`config.mk`:
```
export PLATFORM = sky130hd
export DESIGN_NAME = switch_debouncer_three_mode
export DESIGN_NICKNAME = d
export VERILOG_FILES = /design/src/sv/sdtm_pkg.sv /design/src/sv/sdtm_cfg_regs.sv /design/src/sv/sdtm_core.sv /design/src/sv/switch_debouncer_three_mode.sv
export SDC_FILE = /design/constraint.sdc
export NUM_CORES = 1
export LEC_CHECK = 0
export BUFFER_PORTS_ARGS = -buffer_cell sky130_fd_sc_hd__buf_4
export CAP_MARGIN = 20
export CELL_PAD_IN_SITES_DETAIL_PLACEMENT = 2
export CELL_PAD_IN_SITES_GLOBAL_PLACEMENT = 2
export CORE_MARGIN = 4
export CORE_UTILIZATION = 42
export DETAILED_ROUTE_END_ITERATION = 7
export PLACE_DENSITY = 0.83
export RECOVER_POWER = 100
export REMOVE_ABC_BUFFERS = 1
export SLEW_MARGIN = 25
export SYNTH_ARGS = -nofsm -noshare
export SYNTH_HDL_FRONTEND = slang
export SYNTH_HIERARCHICAL = 1
export SYNTH_SLANG_ARGS = --single-unit
```
`constraint.sdc`:
```
create_clock -name clk -period 10.6 [get_ports clk]
set_input_delay 1.59 -clock clk [delete_from_list [all_inputs] [get_ports clk]]
set_output_delay 1.59 -clock clk [all_outputs]
set_load 0.01 [all_outputs]
```
`src/sv/sdtm_pkg.sv`:
```
// Shared types, codes and reset constants for the three-mode switch debouncer.
package sdtm_pkg;

    localparam int unsigned INTERVAL_W = 16;
    localparam int unsigned MODE_W     = 2;
    localparam int unsigned PIN_W      = 3;
    localparam int unsigned SAMPLE_W   = 8;
    localparam int unsigned TIME_W     = 32;
    localparam int unsigned CFG_IDX_W  = 2;
    localparam int unsigned CFG_DATA_W = 16;

    localparam logic [INTERVAL_W-1:0] RESET_INTERVAL_MS = 16'd10;

    // Debounce mode codes; the unused code falls back to stable interval
    localparam logic [MODE_W-1:0] MODE_STABLE  = 2'd0;
    localparam logic [MODE_W-1:0] MODE_LOCKOUT = 2'd1;
    localparam logic [MODE_W-1:0] MODE_PROMPT  = 2'd2;

    // Opcodes
    localparam logic OP_UPDATE = 1'b0;
    localparam logic OP_ATTACH = 1'b1;

    // Configuration register indexes
    localparam logic [CFG_IDX_W-1:0] REG_INTERVAL = 2'd0;
    localparam logic [CFG_IDX_W-1:0] REG_MODE     = 2'd1;
    localparam logic [CFG_IDX_W-1:0] REG_PIN      = 2'd2;

    typedef struct packed {
        logic [INTERVAL_W-1:0] interval_ms;
        logic [MODE_W-1:0]     debounce_mode;
        logic [PIN_W-1:0]      pin_select;
    } cfg_t;

    typedef struct packed {
        logic                opcode;
        logic [SAMPLE_W-1:0] port_sample;
        logic [TIME_W-1:0]   now_ms;
    } item_t;

    typedef struct packed {
        logic level;
        logic changed;
        logic rising;
        logic falling;
    } result_t;

endpackage

```
`src/sv/sdtm_cfg_regs.sv`:
```
// Configuration register file: interval, mode and pin select.
module sdtm_cfg_regs
    import sdtm_pkg::*;
(
    input  logic                  clk,
    input  logic                  rst_n,
    input  logic                  wr_en,
    input  logic [CFG_IDX_W-1:0]  wr_index,
    input  logic [CFG_DATA_W-1:0] wr_data,
    output cfg_t                  cfg
);

    cfg_t cfg_reg;
    cfg_t cfg_next;

    always_comb
    begin
        cfg_next = cfg_reg;
        if (wr_en)
        begin
            case (wr_index)
                REG_INTERVAL: cfg_next.interval_ms   = wr_data[INTERVAL_W-1:0];
                REG_MODE:     cfg_next.debounce_mode = wr_data[MODE_W-1:0];
                REG_PIN:      cfg_next.pin_select    = wr_data[PIN_W-1:0];
                default:      cfg_next = cfg_reg; // drop writes beyond the list
            endcase
        end
    end

    always_ff @(posedge clk or negedge rst_n)
    begin
        if (!rst_n)
        begin
            cfg_reg.interval_ms   <= RESET_INTERVAL_MS;
            cfg_reg.debounce_mode <= MODE_STABLE;
            cfg_reg.pin_select    <= '0;
        end
        else
        begin
            cfg_reg <= cfg_next;
        end
    end

    assign cfg = cfg_reg;

endmodule

```
`src/sv/sdtm_core.sv`:
```
// Debounce state registers and the single-pass next-state logic.
module sdtm_core
    import sdtm_pkg::*;
(
    input  logic    clk,
    input  logic    rst_n,
    input  cfg_t    cfg,
    input  logic    step,
    input  item_t   item,
    output result_t result
);

    logic              stable_reg, stable_next;
    logic              raw_reg, raw_next;
    logic [TIME_W-1:0] last_time_reg, last_time_next;
    logic              change_next;
    logic              pin_bit;
    logic [TIME_W-1:0] elapsed;
    logic              expired;

    assign pin_bit = item.port_sample[cfg.pin_select];
    // Wrapping subtraction, unsigned compare
    assign elapsed = item.now_ms - last_time_reg;
    assign expired = elapsed >= {{(TIME_W-INTERVAL_W){1'b0}}, cfg.interval_ms};

    always_comb
    begin
        stable_next    = stable_reg;
        raw_next       = raw_reg;
        last_time_next = last_time_reg;
        change_next    = 1'b0;
        if (item.opcode == OP_ATTACH)
        begin
            stable_next    = pin_bit;
            raw_next       = pin_bit;
            last_time_next = (cfg.debounce_mode == MODE_LOCKOUT) ? '0 : item.now_ms;
        end
        else
        begin
            case (cfg.debounce_mode)
                MODE_LOCKOUT:
                begin
                    if (expired && (pin_bit != stable_reg))
                    begin
                        stable_next    = ~stable_reg;
                        last_time_next = item.now_ms;
                        change_next    = 1'b1;
                    end
                end
                MODE_PROMPT:
                begin
                    // accept at once after a quiet interval, then track raw edges
                    if (expired && (pin_bit != stable_reg))
                    begin
                        stable_next = ~stable_reg;
                        change_next = 1'b1;
                    end
                    if (pin_bit != raw_reg)
                    begin
                        raw_next       = ~raw_reg;
                        last_time_next = item.now_ms;
                    end
                end
                default:
                begin
                    if (pin_bit != raw_reg)
                    begin
                        raw_next       = ~raw_reg;
                        last_time_next = item.now_ms;
                    end
                    else if (expired && (pin_bit != stable_reg))
                    begin
                        stable_next    = ~stable_reg;
                        last_time_next = item.now_ms;
                        change_next    = 1'b1;
                    end
                end
            endcase
        end
    end

    always_ff @(posedge clk or negedge rst_n)
    begin
        if (!rst_n)
        begin
            stable_reg    <= 1'b0;
            raw_reg       <= 1'b0;
            last_time_reg <= '0;
        end
        else if (step)
        begin
            stable_reg    <= stable_next;
            raw_reg       <= raw_next;
            last_time_reg <= last_time_next;
        end
    end

    assign result.level   = stable_next;
    assign result.changed = change_next;
    assign result.rising  = stable_next & change_next;
    assign result.falling = ~stable_next & change_next;

endmodule

```
`src/sv/switch_debouncer_three_mode.sv`:
```
// Top level of the three-mode switch debouncer: input and result registers.
//
//  channel | direction | handshake            | payload
//  --------+-----------+----------------------+--------------------------------
//  in      | to block  | in_valid / in_stall  | opcode, port_sample, now_ms
//  out     | from block| out_valid / out_stall| level, changed, rising, falling
//  cfg     | to block  | cfg_valid / cfg_ready| cfg_index, cfg_data
//
// One transaction per cycle sustained while out is not stalled; an input
// transaction passes through the input register, then the result register.
// The debounce state is updated as an item moves from the input register into
// the result register, so consecutive items see each other's effects.
// Stall on out holds the result; in_stall rises only while both registers are full.
// Reset clears the state and loads interval 10 ms, stable mode, pin 0.
module switch_debouncer_three_mode
    import sdtm_pkg::*;
(
    input  logic                  clk,
    input  logic                  rst_n,
    input  logic                  in_valid,
    output logic                  in_stall,
    input  logic                  opcode,
    input  logic [SAMPLE_W-1:0]   port_sample,
    input  logic [TIME_W-1:0]     now_ms,
    output logic                  out_valid,
    input  logic                  out_stall,
    output logic                  level,
    output logic                  changed,
    output logic                  rising,
    output logic                  falling,
    input  logic                  cfg_valid,
    output logic                  cfg_ready,
    input  logic [CFG_IDX_W-1:0]  cfg_index,
    input  logic [CFG_DATA_W-1:0] cfg_data
);

    cfg_t    cfg;
    item_t   item_reg;
    logic    in_valid_reg;
    result_t core_result;
    result_t result_reg;
    logic    out_valid_reg;
    logic    advance;
    logic    in_take;

    assign cfg_ready = 1'b1;

    sdtm_cfg_regs u_cfg_regs (
        .clk      (clk),
        .rst_n    (rst_n),
        .wr_en    (cfg_valid & cfg_ready),
        .wr_index (cfg_index),
        .wr_data  (cfg_data),
        .cfg      (cfg)
    );

    // Move the held item forward when the result slot is free or draining
    assign advance  = in_valid_reg & (~out_valid_reg | ~out_stall);
    assign in_stall = in_valid_reg & ~advance;
    assign in_take  = in_valid & ~in_stall;

    sdtm_core u_core (
        .clk    (clk),
        .rst_n  (rst_n),
        .cfg    (cfg),
        .step   (advance),
        .item   (item_reg),
        .result (core_result)
    );

    always_ff @(posedge clk or negedge rst_n)
    begin
        if (!rst_n)
        begin
            in_valid_reg  <= 1'b0;
            out_valid_reg <= 1'b0;
        end
        else
        begin
            if (in_take)
            begin
                in_valid_reg <= 1'b1;
            end
            else if (advance)
            begin
                in_valid_reg <= 1'b0;
            end
            if (advance)
            begin
                out_valid_reg <= 1'b1;
            end
            else if (~out_stall)
            begin
                out_valid_reg <= 1'b0;
            end
        end
    end

    always_ff @(posedge clk)
    begin
        if (in_take)
        begin
            item_reg.opcode      <= opcode;
            item_reg.port_sample <= port_sample;
            item_reg.now_ms      <= now_ms;
        end
        if (advance)
        begin
            result_reg <= core_result;
        end
    end

    assign out_valid = out_valid_reg;
    assign level     = result_reg.level;
    assign changed   = result_reg.changed;
    assign rising    = result_reg.rising;
    assign falling   = result_reg.falling;

endmodule
```
==> results.json, run 1 <==
{
  "outcome": "finished with violations",
  "violations_in_the_final_reports": "max-capacitance violations, max-slew violations",
  "initial_antenna_violation_count": 0,
  "via_count_of_the_routed_design": 4925,
  "p_int_w": 0.001098,
  "ir_drop_mv": 0.1194,
  "antenna_cells": 0,
  "path_cells": "inv_1 -> ha_1 -> nor2b_1 -> o2111ai_1 -> a21oi_1 -> o21ai_0 -> a31o_1 -> o21a_1 -> xnor2_1 -> ha_1 -> and4_1 -> nand2_1 -> nor3_1 -> a2111o_1 -> or4_1 -> a2111o_1 -> nor4_1 -> and4b_4 -> o41ai_1 -> clkbuf_1 -> a22o_1",
  "setup-tns-final_ns": 0,
  "clock.fmax_mhz": 150.3,
  "worstPathRequired_ns": 10.84,
  "later_pin_clock_latency_in_the_skew_report_ns": 0.36,
  "largest_reg_flops": 41,
  "clock-root-buffer": "clkbuf_16",
  "ys_seq_area_share_pct": 44.23,
  "grt_first_pass_wirelength_mm": 30.60,
  "synth_area_leaders": "dfrtp_1 (22%), edfxtp_1 (21%), ha_1 (9.8%), a22o_1 (4.6%), mux2_2 (3.8%)",
  "critPathKind": "flip-flop to flip-flop",
  "maxCapViolCount": 4,
  "share_comb_of_total_power_pct": 55.0,
  "clk_pin_slew_ns": 0.07,
  "post_drt_wl_per_cell_um": 22.67,
  "end_kind": "flip-flop",
  "clock-skew-final_ns": 0.009071,
  "power_switching_w": 0.0008571,
  "h_tree_lvls": 3,
  "core_area_um2": 14590,
  "grt_start_max_net_pins": 58,
  "post-place-ws_ns": 4.671,
  "drc": 0,
  "worst-endpoint-arrival_ns": 6.89,
  "critical_path.max_fanout": 32,
  "boundaryPins": 71,
  "number_of_search_and_repair_iterations_in_the_first_detailed_routing_pass": 4,
  "drtIter0Drc": 277,
  "end_of_the_worst_register_to_register_path": "u_core/last_time_reg[22]",
  "synth_largest_type_area_fraction_pct": 21.89,
  "synthToLayoutAreaGrowth_pct": 12.50,
  "reg2reg_from": "u_core/last_time_reg[1]",
  "hold_viol": 0,
  "critPathSlowestCell": "clkbuf_1",
  "finalCriticalPeriod_ns": 6.654,
  "clock_sinks": 102,
  "worst_hold_path.endpoint": "u_core/last_time_reg[20]",
  "synth.yosys.warnings": 6,
  "reg2reg_depth": 21,
  "timing.max_slew.rel_slack_pct": -125.9,
  "grt-ovfl-total": 0,
  "clock_buffers_created_by_tritoncts": 9,
  "final.setup.worst_slack_ns": 3.946,
  "grt_util_all_layers_pct": 23.31,
  "grt_setup_unrepaired": "no",
  "async_reset_ff_share_pct": 55.88,
  "tritoncts": "built",
  "dieWidth_um": 130.3,
  "synthCells": 587,
  "port_buffers": 69,
  "final_net_count": 761,
  "ys_ff_latch": 102,
  "grt_pass1_vias": 5588,
  "seq_power_share_pct": 29.1,
  "timing.final.crit_share_pct": 62.77,
  "finalMaxSlewViolations": 150,
  "cp_slowest_stage_delay_ns": 0.74,
  "postSynthAreaPerCell_um2": 10.71,
  "synth_ff_type": "dfrtp_1",
  "cts_hold_buf": 0,
  "placement_rows": 44,
  "worst_pin_slew_ns": 3.389,
  "drt_wl_total_mm": 18.95,
  "worst_hold_path_type": "flip-flop to flip-flop",
  "unique_cell_type_count_in_the_yosys_netlist": 79,
  "reg2reg_setup_slack_ns": 3.95,
  "powerDensity_nw_per_um2": 276.4,
  "clock_power_share_pct": 15.9,
  "synth_area_um2": 6286,
  "yosys.area.top_type": "dfrtp_1",
  "drtAntennaViolNets": 0,
  "cp_delay_by_family_top": "compound AO/OA/AOI/OAI gates",
  "die_area_um2": 16990,
  "drive_above_1_share_pct": 15.34,
  "leakagePower_nw": 3.026,
  "switching_share_pct": 43.85,
  "number_of_enable_type_register_cells_in_the_synthesized_netlist": 45,
  "cts_repair_resize_count": 0,
  "hold_depth": 1,
  "post-dp-hpwl_mm": 14.08,
  "timing.final.setup_violations": 0,
  "replace_congestion": 0.8076,
  "startpoint_of_the_lowest_slack_hold_path": "u_core/last_time_reg[20]",
  "detail_route.vias_per_cell": 5.891,
  "floorplan.initialDensity_pct": 43.09,
  "critical_path.startpoint_type": "flip-flop",
  "die_h_um": 130.3,
  "cts_setup_buffers": 0,
  "count_of_buffering_cells_on_the_critical_path_with_inverters_included": 2,
  "clock_path_buffers": 2
}
metal layers:
metal	part of all wire, %	vias up	wire (µm)	GRT usage, %
met1	43	2520	8103	28.90
li1	-	2285	-	-
met2	51	99	9741	41.61
met4	1.9	0	357	5.808
met5	0	-	0	0
met3	4.0	21	749	4.748
synth_stat cells, drive strengths merged, types with 8 or more instances:
master / count
a21oi: 39
nor2: 28
clkbuf: 10
buf: 13
nand4: 8
nor3: 9
ha: 49
nand2: 32
edfxtp: 45
a21o: 11
mux2: 21
nand3: 12
dfrtp: 55
xnor2: 17
and3: 8
o21ai: 19
a22o: 33
inv: 62
worst max-delay path by stage:
stage	to	slack [ns]	cells after the start	startpoint
3_5_place_dp	u_core/last_time_reg[0]	4.67	20	u_core/last_time_reg[1]
5_1_grt	u_core/last_time_reg[12]	3.32	21	u_core/last_time_reg[1]
3_3_place_gp	u_core/last_time_reg[12]	4.98	18	u_core/last_time_reg[1]
4_1_cts	u_core/last_time_reg[0]	4.65	20	u_core/last_time_reg[1]
2_1_floorplan	u_core/last_time_reg[0]	5.58	17	item_reg[1]
6_report	u_core/last_time_reg[22]	3.95	21	u_core/last_time_reg[1]
cell usage in the layout (no fill, tap or decap), types with 8 or more instances in the layout:
cell type | Yosys | layout
dfrtp_1 | 55 | 55
clkbuf_1 | 10 | 20
and3_1 | 8 | 8
edfxtp_1 | 45 | 45
clkbuf_16 | 0 | 9
buf_4 | 3 | 19
nand4_1 | 8 | 8
inv_1 | 61 | 61
a21oi_1 | 39 | 39
nor3_1 | 9 | 9
nor2_1 | 28 | 28
nand2_1 | 32 | 32
a21o_1 | 10 | 10
xnor2_1 | 17 | 17
mux2_2 | 21 | 20
a22o_1 | 33 | 33
o21ai_0 | 12 | 13
clkbuf_4 | 0 | 36
nand3_1 | 11 | 12
ha_1 | 49 | 49
kinds of logic after synthesis:
| logic type | synth area share, % |
|---|---|
| xor+xnor | 3.205 |
| buf+inv | 6.290 |
| fa+ha+maj | 10.07 |
| flops | 44.23 |
| compound gates | 19.83 |
| other cells | 0.05966 |
| mux | 4.956 |
| simple gates | 11.37 |
per-stage QoR:
step           power (W)  util [%]  std cells  area [µm²]  hold slack, ns
5_1_grt         0.002111     48.47        836        7072          0.5166
4_1_cts         0.001965     49.02        835        7152          0.5053
6_report        0.001955     48.47        836        7072          0.4971
3_3_place_gp    0.001548     47.21        819        6888          0.4770
3_5_place_dp    0.001631     47.21        819        6888          0.4857
2_1_floorplan   0.001295         -        564        6123          0.4661
area by class of cell:
type / count / area [µm²]
repair buffers: 72 / 500.5
multi-input cells: 400 / 3064
fillers: 1469 / 7517
clock buffers: 13 / 240.2
inverters: 62 / 232.7
well taps: 184 / 230.2
flip-flops and latches: 102 / 2780
clock inverters: 3 / 23.77
worst reg2reg max path, cell delays in order, from the launching register on:
cell	delay, ns
dfrtp_1	0.40
inv_1	0.06
ha_1	0.27
nor2b_1	0.16
o2111ai_1	0.15
a21oi_1	0.42
o21ai_0	0.23
a31o_1	0.27
o21a_1	0.21
xnor2_1	0.18
ha_1	0.28
and4_1	0.21
nand2_1	0.09
nor3_1	0.06
a2111o_1	0.40
or4_1	0.41
a2111o_1	0.39
nor4_1	0.57
and4b_4	0.39
o41ai_1	0.10
clkbuf_1	0.74
a22o_1	0.52
power groups by stage:
stage / Combinational, W / Clock [W] / Sequential, W
6_report: 0.00108 / 0.000311 / 0.000568
5_1_grt: 0.00119 / 0.000337 / 0.000580
4_1_cts: 0.00108 / 0.000320 / 0.000568
3_5_place_dp: 0.00106 / 0 / 0.000574
3_3_place_gp: 0.000983 / 0 / 0.000565
2_1_floorplan: 0.000742 / 0 / 0.000553
Note: power is estimated with default switching activity, not from simulation.
==> inputs of run 2 (changes only) <==
ABC_AREA = 1   (was not set)
CORE_UTILIZATION = 31   (was 42)
PLACE_DENSITY = 0.74   (was 0.83)
clock period = 5.9 ns   (was 10.6 ns; I/O delays follow)
==> results.json, run 2 <==
{
  "initial_antenna_violation_count": 0,
  "final_common_cell": "nand2_1",
  "synth_area_um2": 8411,
  "ys_seq_area_share_pct": 33.06,
  "synth_largest_type_area_fraction_pct": 18.39,
  "grt_setup_unrepaired": "no",
  "synth.yosys.warnings": 6,
  "largest_reg_flops": 41,
  "drive_above_1_share_pct": 10.46,
  "timing.final.crit_share_pct": 82.34,
  "finish.cell_count_without_fillers": 1622,
  "async_reset_ff_share_pct": 55.88,
  "synth_ff_type": "dfrtp_1",
  "hold_slack_ns": 0.4781,
  "final_net_count": 1390,
  "floorplan.initialDensity_pct": 31.38,
  "mostFrequentLayoutCells": "nand2_1 (413), inv_1 (221), nand3_1 (127), nor2_1 (87), a21oi_1 (82)",
  "postSynthAreaPerCell_um2": 6.849,
  "timing.final.setup_violations": 0,
  "later_pin_clock_latency_in_the_skew_report_ns": 0.37,
  "post_drt_wl_per_cell_um": 17.19,
  "drc": 0,
  "drtIter0Drc": 289,
  "placed_cells": 1606,
  "outcome": "finished with violations",
  "clk_pin_slew_ns": 0.09,
  "clock-root-buffer": "clkbuf_16",
  "end_kind": "flip-flop",
  "synth_fa_ha_area_share_pct": 7.528,
  "die_h_um": 172.7,
  "final.fill_count": 3235,
  "unique_cell_type_count_in_the_yosys_netlist": 43,
  "clock.fmax_mhz": 205.8,
  "drtAntennaViolNets": 0,
  "finalCriticalPeriod_ns": 4.858,
  "setup-tns-final_ns": 0,
  "clock_buffers_created_by_tritoncts": 9,
  "detail_route.vias_per_cell": 4.917,
  "ir_drop_mv": 0.2405,
  "multi_input_area_um2": 4397,
  "worst_hold_path_type": "flip-flop to flip-flop",
  "regArea_um2": 2780,
  "synth_xor_area_share_pct": 1.770,
  "timing.max_slew.rel_slack_pct": -141.7,
  "port_buffers": 69,
  "dominant_combinational_cell_family_by_area_after_synthesis": "simple AND/OR/NAND/NOR gates",
  "grt_util_all_layers_pct": 18.77,
  "grt_pass1_vias": 8631,
  "critical_path.startpoint_type": "flip-flop",
  "worstPathRequired_ns": 6.16,
  "p_total_w": 0.004120,
  "grt-ovfl-total": 0,
  "post_synth_mux_area_share_pct": 0.2380,
  "synthToLayoutAreaGrowth_pct": 10.40,
  "clock-skew-final_ns": 0.01428,
  "cts_repair_resize_count": 0,
  "worst-endpoint-arrival_ns": 5.12,
  "replace_congestion": 0.8229,
  "critical_path.max_fanout": 36,
  "drt_wl_total_mm": 27.88,
  "placement_rows": 60,
  "antenna_cells": 0,
  "hold_viol": 0,
  "via_count_of_the_routed_design": 7975,
  "clock_sinks": 102,
  "die_area_um2": 29830,
  "cts_setup_buffers": 0,
  "maxCapViolCount": 1,
  "clock_path_buffers": 2,
  "violations_in_the_final_reports": "max-capacitance violations, max-slew violations",
  "library_cell_with_the_highest_instance_count_after_synthesis": "nand2_1",
  "final.setup.worst_slack_ns": 1.042,
  "critPathKind": "flip-flop to flip-flop",
  "cts_hold_buf": 0,
  "boundaryPins": 71,
  "synthCells": 1228,
  "grt_start_max_net_pins": 58,
  "dieWidth_um": 172.7,
  "synth-simple-area-share_pct": 35.94,
  "worst_pin_slew_ns": 3.626,
  "post-place-ws_ns": 1.274,
  "number_of_search_and_repair_iterations_in_the_first_detailed_routing_pass": 5,
  "finalMaxSlewViolations": 58,
  "synth_top_cells_by_count": "nand2_1 (412), inv_1 (222), nand3_1 (126)",
  "complex_gate_fraction_of_the_synthesized_area_pct": 7.736,
  "post-dp-hpwl_mm": 21.13,
  "ys_ff_latch": 102,
  "number_of_enable_type_register_cells_in_the_synthesized_netlist": 45,
  "h_tree_lvls": 3,
  "synth_area_leaders": "nand2_1 (18%), dfrtp_1 (16%), edfxtp_1 (16%), inv_1 (9.9%), nand3_1 (7.5%)",
  "powerDensity_nw_per_um2": 443.7,
  "leakagePower_nw": 5.029,
  "core_area_um2": 26800,
  "yosys.area.top_type": "nand2_1",
  "grt_first_pass_wirelength_mm": 45.85,
  "tritoncts": "built"
}
run 2: changes by cell type after synthesis, sizes merged, moves of 11 or more:
cell and delta:
inv +162, a22o -33, xnor2 -15, a21oi +54
nor2 +65, a21o -11, mux2 -21, nand3 +135
o21ai -13, nand2 +388
run 2: power by group:
part	internal (W)	switching [W]
registers	0.000887	0.0000906
clock network	0.000311	0.000351
logic	0.000811	0.00167
total	0.00201	0.00211
run 2: layout make-up:
type / instances / area share [%]
inverter: 224 / 9.055
multi-input combinational: 864 / 47.35
tap: 341 / 4.595
clock buffer: 9 / 2.426
sequential: 102 / 29.94
clock inverter: 7 / 1.011
timing repair buffer: 75 / 5.619
run 2: worst max-delay path, stage by stage (launching register included):
cell and delay (ns):
edfxtp_1 0.46, ha_1 0.46, nand2_1 0.16, nor2_1 0.35, nand2_1 0.14, inv_1 0.08
nand2_1 0.06, nand2_1 0.14, xor2_1 0.17, ha_1 0.26, a21oi_1 0.16, nor2_1 0.06
a211oi_1 0.28, nand2_1 0.09, nor2_1 0.12, nand2_1 0.07, nor2_1 0.08, nand2_1 0.08
nor2_1 0.18, nand2_4 0.37, nand2_4 0.50, nand2_1 0.12, nand3_1 0.10, nand2_1 0.06
nand2_1 0.08, a21oi_2 0.06
run 2: routing by layer:
metal	routed length (µm)	global-route usage [%]	part of all wire (%)
met1	14160	26.90	51
met4	344	3.658	1.2
met3	673	1.968	2.4
met2	12700	31.04	46
met5	0	0	0
run 2: cells by family (layout without fill, tap and decap cells):
| family | count (synthesis) | count (layout) |
|---|---|---|
| muxes | 2 | 2 |
| AOI/OAI and AO/OA | 105 | 105 |
| other | 1 | 1 |
| DFF | 102 | 102 |
| and+or+nand+nor | 689 | 689 |
| buffers and inverters | 262 | 315 |
| adders and majority gates | 50 | 50 |
| xor gates and xnor gates | 17 | 17 |
run 2: worst paths after layout:
path                                         from                        to  slack (ns)  depth (start not counted)
worst max-delay path                 item_reg[10]   u_core/last_time_reg[8]        1.04                         25
worst min-delay path            u_cfg_regs/cfg[8]         u_cfg_regs/cfg[8]        0.48                          2
worst max register to register       item_reg[10]   u_core/last_time_reg[8]        1.04                         25
worst min register to register  u_cfg_regs/cfg[8]         u_cfg_regs/cfg[8]        0.48                          2
max in group asynchronous                   rst_n  u_core/last_time_reg[15]        2.12                          1
min in group asynchronous                   rst_n         u_cfg_regs/cfg[7]        1.76                          1
run 2: stage by stage:
step	area [µm²]	util, %
after global placement	9097	33.94
after floorplan	8100	-
after detailed placement	9097	33.94
final	9285	34.65
after global routing	9285	34.65
after CTS	9417	35.14
==> inputs of run 3 (changes only) <==
ABC_AREA = 0   (was 1)
CORE_UTILIZATION = 39   (was 31)
PLACE_DENSITY = 0.78   (was 0.74)
clock period = 4.5 ns   (was 5.9 ns; I/O delays follow)
==> results.json, run 3 (synthesis gave the netlist of run 1 again) <==
{
  "worstPathRequired_ns": 4.75,
  "utilization_pct": 50.74,
  "grt_start_max_net_pins": 58,
  "drtAntennaViolNets": 0,
  "final_cell_area_um2": 8030,
  "final.fill_count": 1609,
  "post_drt_wl_per_cell_um": 25.58,
  "violations_in_the_final_reports": "max-capacitance violations, max-slew violations, negative setup slack",
  "hold_slack_ns": 0.5008,
  "mostFrequentLayoutCells": "buf_4 (85), inv_1 (60), dfrtp_1 (55), edfxtp_1 (45), ha_1 (44)",
  "final.setup.worst_slack_ns": -0.6362,
  "die_area_um2": 18210,
  "critical_path.startpoint_type": "flip-flop",
  "tritoncts": "built",
  "clock_buffers_created_by_tritoncts": 9,
  "grt-ovfl-total": 0,
  "clock-root-buffer": "clkbuf_16",
  "replace_congestion": 0.8932,
  "clock_power_share_pct": 14.2,
  "clock.fmax_mhz": 194.7,
  "power_switching_w": 0.002489,
  "switching_share_pct": 45.00,
  "timing.final.crit_share_pct": 114.1,
  "antenna_cells": 0,
  "initial_antenna_violation_count": 0,
  "core_area_um2": 15830,
  "drtIter0Drc": 379,
  "critPathKind": "flip-flop to flip-flop",
  "post-dp-hpwl_mm": 15.06,
  "drt_wl_total_mm": 24.15,
  "grt_setup_unrepaired": "yes",
  "detail_route.vias_per_cell": 5.798,
  "placed_cells": 909,
  "final_net_count": 837,
  "clock-skew-final_ns": 0.01037,
  "timing.max_slew.rel_slack_pct": -121.6,
  "boundaryPins": 71,
  "critical_path.max_fanout": 9,
  "number_of_search_and_repair_iterations_in_the_first_detailed_routing_pass": 5,
  "dieWidth_um": 135.0,
  "powerDensity_nw_per_um2": 688.7,
  "leakagePower_nw": 3.504,
  "die_h_um": 135.0,
  "worst_pin_slew_ns": 3.324,
  "finalMaxSlewViolations": 117,
  "placement_rows": 46,
  "drive_above_1_share_pct": 28.85,
  "clock_sinks": 102,
  "worst_hold_path_type": "input pin to flip-flop",
  "worst-endpoint-arrival_ns": 5.39,
  "maxCapViolCount": 3,
  "post_dp_cell_area_um2": 7413,
  "share_comb_of_total_power_pct": 61.5,
  "hold_viol": 0,
  "finalCriticalPeriod_ns": 5.136,
  "port_buffers": 69,
  "end_kind": "flip-flop",
  "clock_path_buffers": 2,
  "floorplan.initialDensity_pct": 39.72,
  "final_common_cell": "buf_4",
  "later_pin_clock_latency_in_the_skew_report_ns": 0.37,
  "clk_pin_slew_ns": 0.08,
  "grt_util_all_layers_pct": 26.78,
  "timing.final.setup_violations": 37,
  "grt_first_pass_wirelength_mm": 37.05,
  "synthToLayoutAreaGrowth_pct": 27.75,
  "seq_power_share_pct": 24.3,
  "setup-tns-final_ns": -21.37,
  "ir_drop_mv": 0.2964,
  "p_int_w": 0.003042,
  "outcome": "finished with violations",
  "largest_reg_flops": 41,
  "grt_pass1_vias": 6367,
  "drc": 0,
  "finish.cell_count_without_fillers": 944,
  "via_count_of_the_routed_design": 5473,
  "h_tree_lvls": 3
}
## run 3: changes by cell type in the layout (fill, tap and decap cells not counted), sizes merged, moves of 9 or more
cell   before  now
a21o        0   11
nand2     420   32
inv       227   66
buf        24   95
xor2       15    6
xnor2       2   17
mux2        0   21
a21oi      93   39
a22o        0   33
nand3     147   12
o21ai       6   19
nor2       93   28
## run 3: area by class of cell
cell class | instances | area (µm²) | share of cell area, %
clock inverters | 7 | 63.81 | 0.7946
multi-input cells | 400 | 3264 | 40.65
flip-flops and latches | 102 | 2780 | 34.62
inverters | 62 | 232.7 | 2.898
well taps | 216 | 270.3 | 3.366
repair buffers | 148 | 1194 | 14.86
clock buffers | 9 | 225.2 | 2.805
## run 3: power groups by stage
stage                     logic, W  clock network (W)  registers [W]
after floorplan            0.00175                  0        0.00130
after global placement     0.00266                  0        0.00133
after detailed placement   0.00287                  0        0.00135
after CTS                  0.00316           0.000805        0.00133
after global routing       0.00365           0.000843        0.00137
final                      0.00340           0.000784        0.00134
## run 3: per-stage QoR
step	total power (W)	setup slack (ns)
floorplan	0.003052	-0.5196
detailed placement	0.004217	-0.7045
CTS	0.005301	-0.6355
global route	0.005859	-0.7699
finish	0.005530	-0.6362
global placement	0.003994	-0.4120
## run 3: final timing paths
path / startpoint / end / slack, ns / cells after the start
max: item_reg[5] / u_core/last_time_reg[8] / -0.64 / 20
min: now_ms[5] / item_reg[5] / 0.50 / 1
max reg2reg: item_reg[5] / u_core/last_time_reg[8] / -0.64 / 20
min reg2reg: u_core/last_time_reg[24] / u_core/last_time_reg[24] / 0.50 / 1
max in group asynchronous: rst_n / u_core/last_time_reg[13] / 1.19 / 1
min in group asynchronous: rst_n / u_core/last_time_reg[21] / 1.41 / 1
## run 3: repair_timing
action	CTS	global route
pin swaps	18	41
setup buffers	10	7
resized for setup	26	15
cloned	4	1
setup endpoints to repair	37	37
hold buffers	0	0
## run 3: worst max-delay path: stages, from the launching register on
cell,delay (ns)
edfxtp_1,0.43
ha_1,0.43
a21oi_2,0.25
nand2_1,0.13
o21ai_2,0.18
o21bai_1,0.11
a21o_1,0.20
a21oi_2,0.16
xnor2_1,0.16
ha_1,0.28
and4_4,0.18
buf_4,0.14
buf_4,0.13
a32o_1,0.20
or4_1,0.47
a2111o_1,0.35
nor4_4,0.19
and4b_4,0.32
o41ai_4,0.21
buf_12,0.25
a22o_1,0.25
## run 3: per-layer routing
layer	track usage (%)	wire (µm)	vias to the layer above
met4	12.54	1029	0
met5	0	0	-
li1	-	-	2452
met2	49.11	12750	157
met1	30.24	9517	2797
met3	4.508	846	67
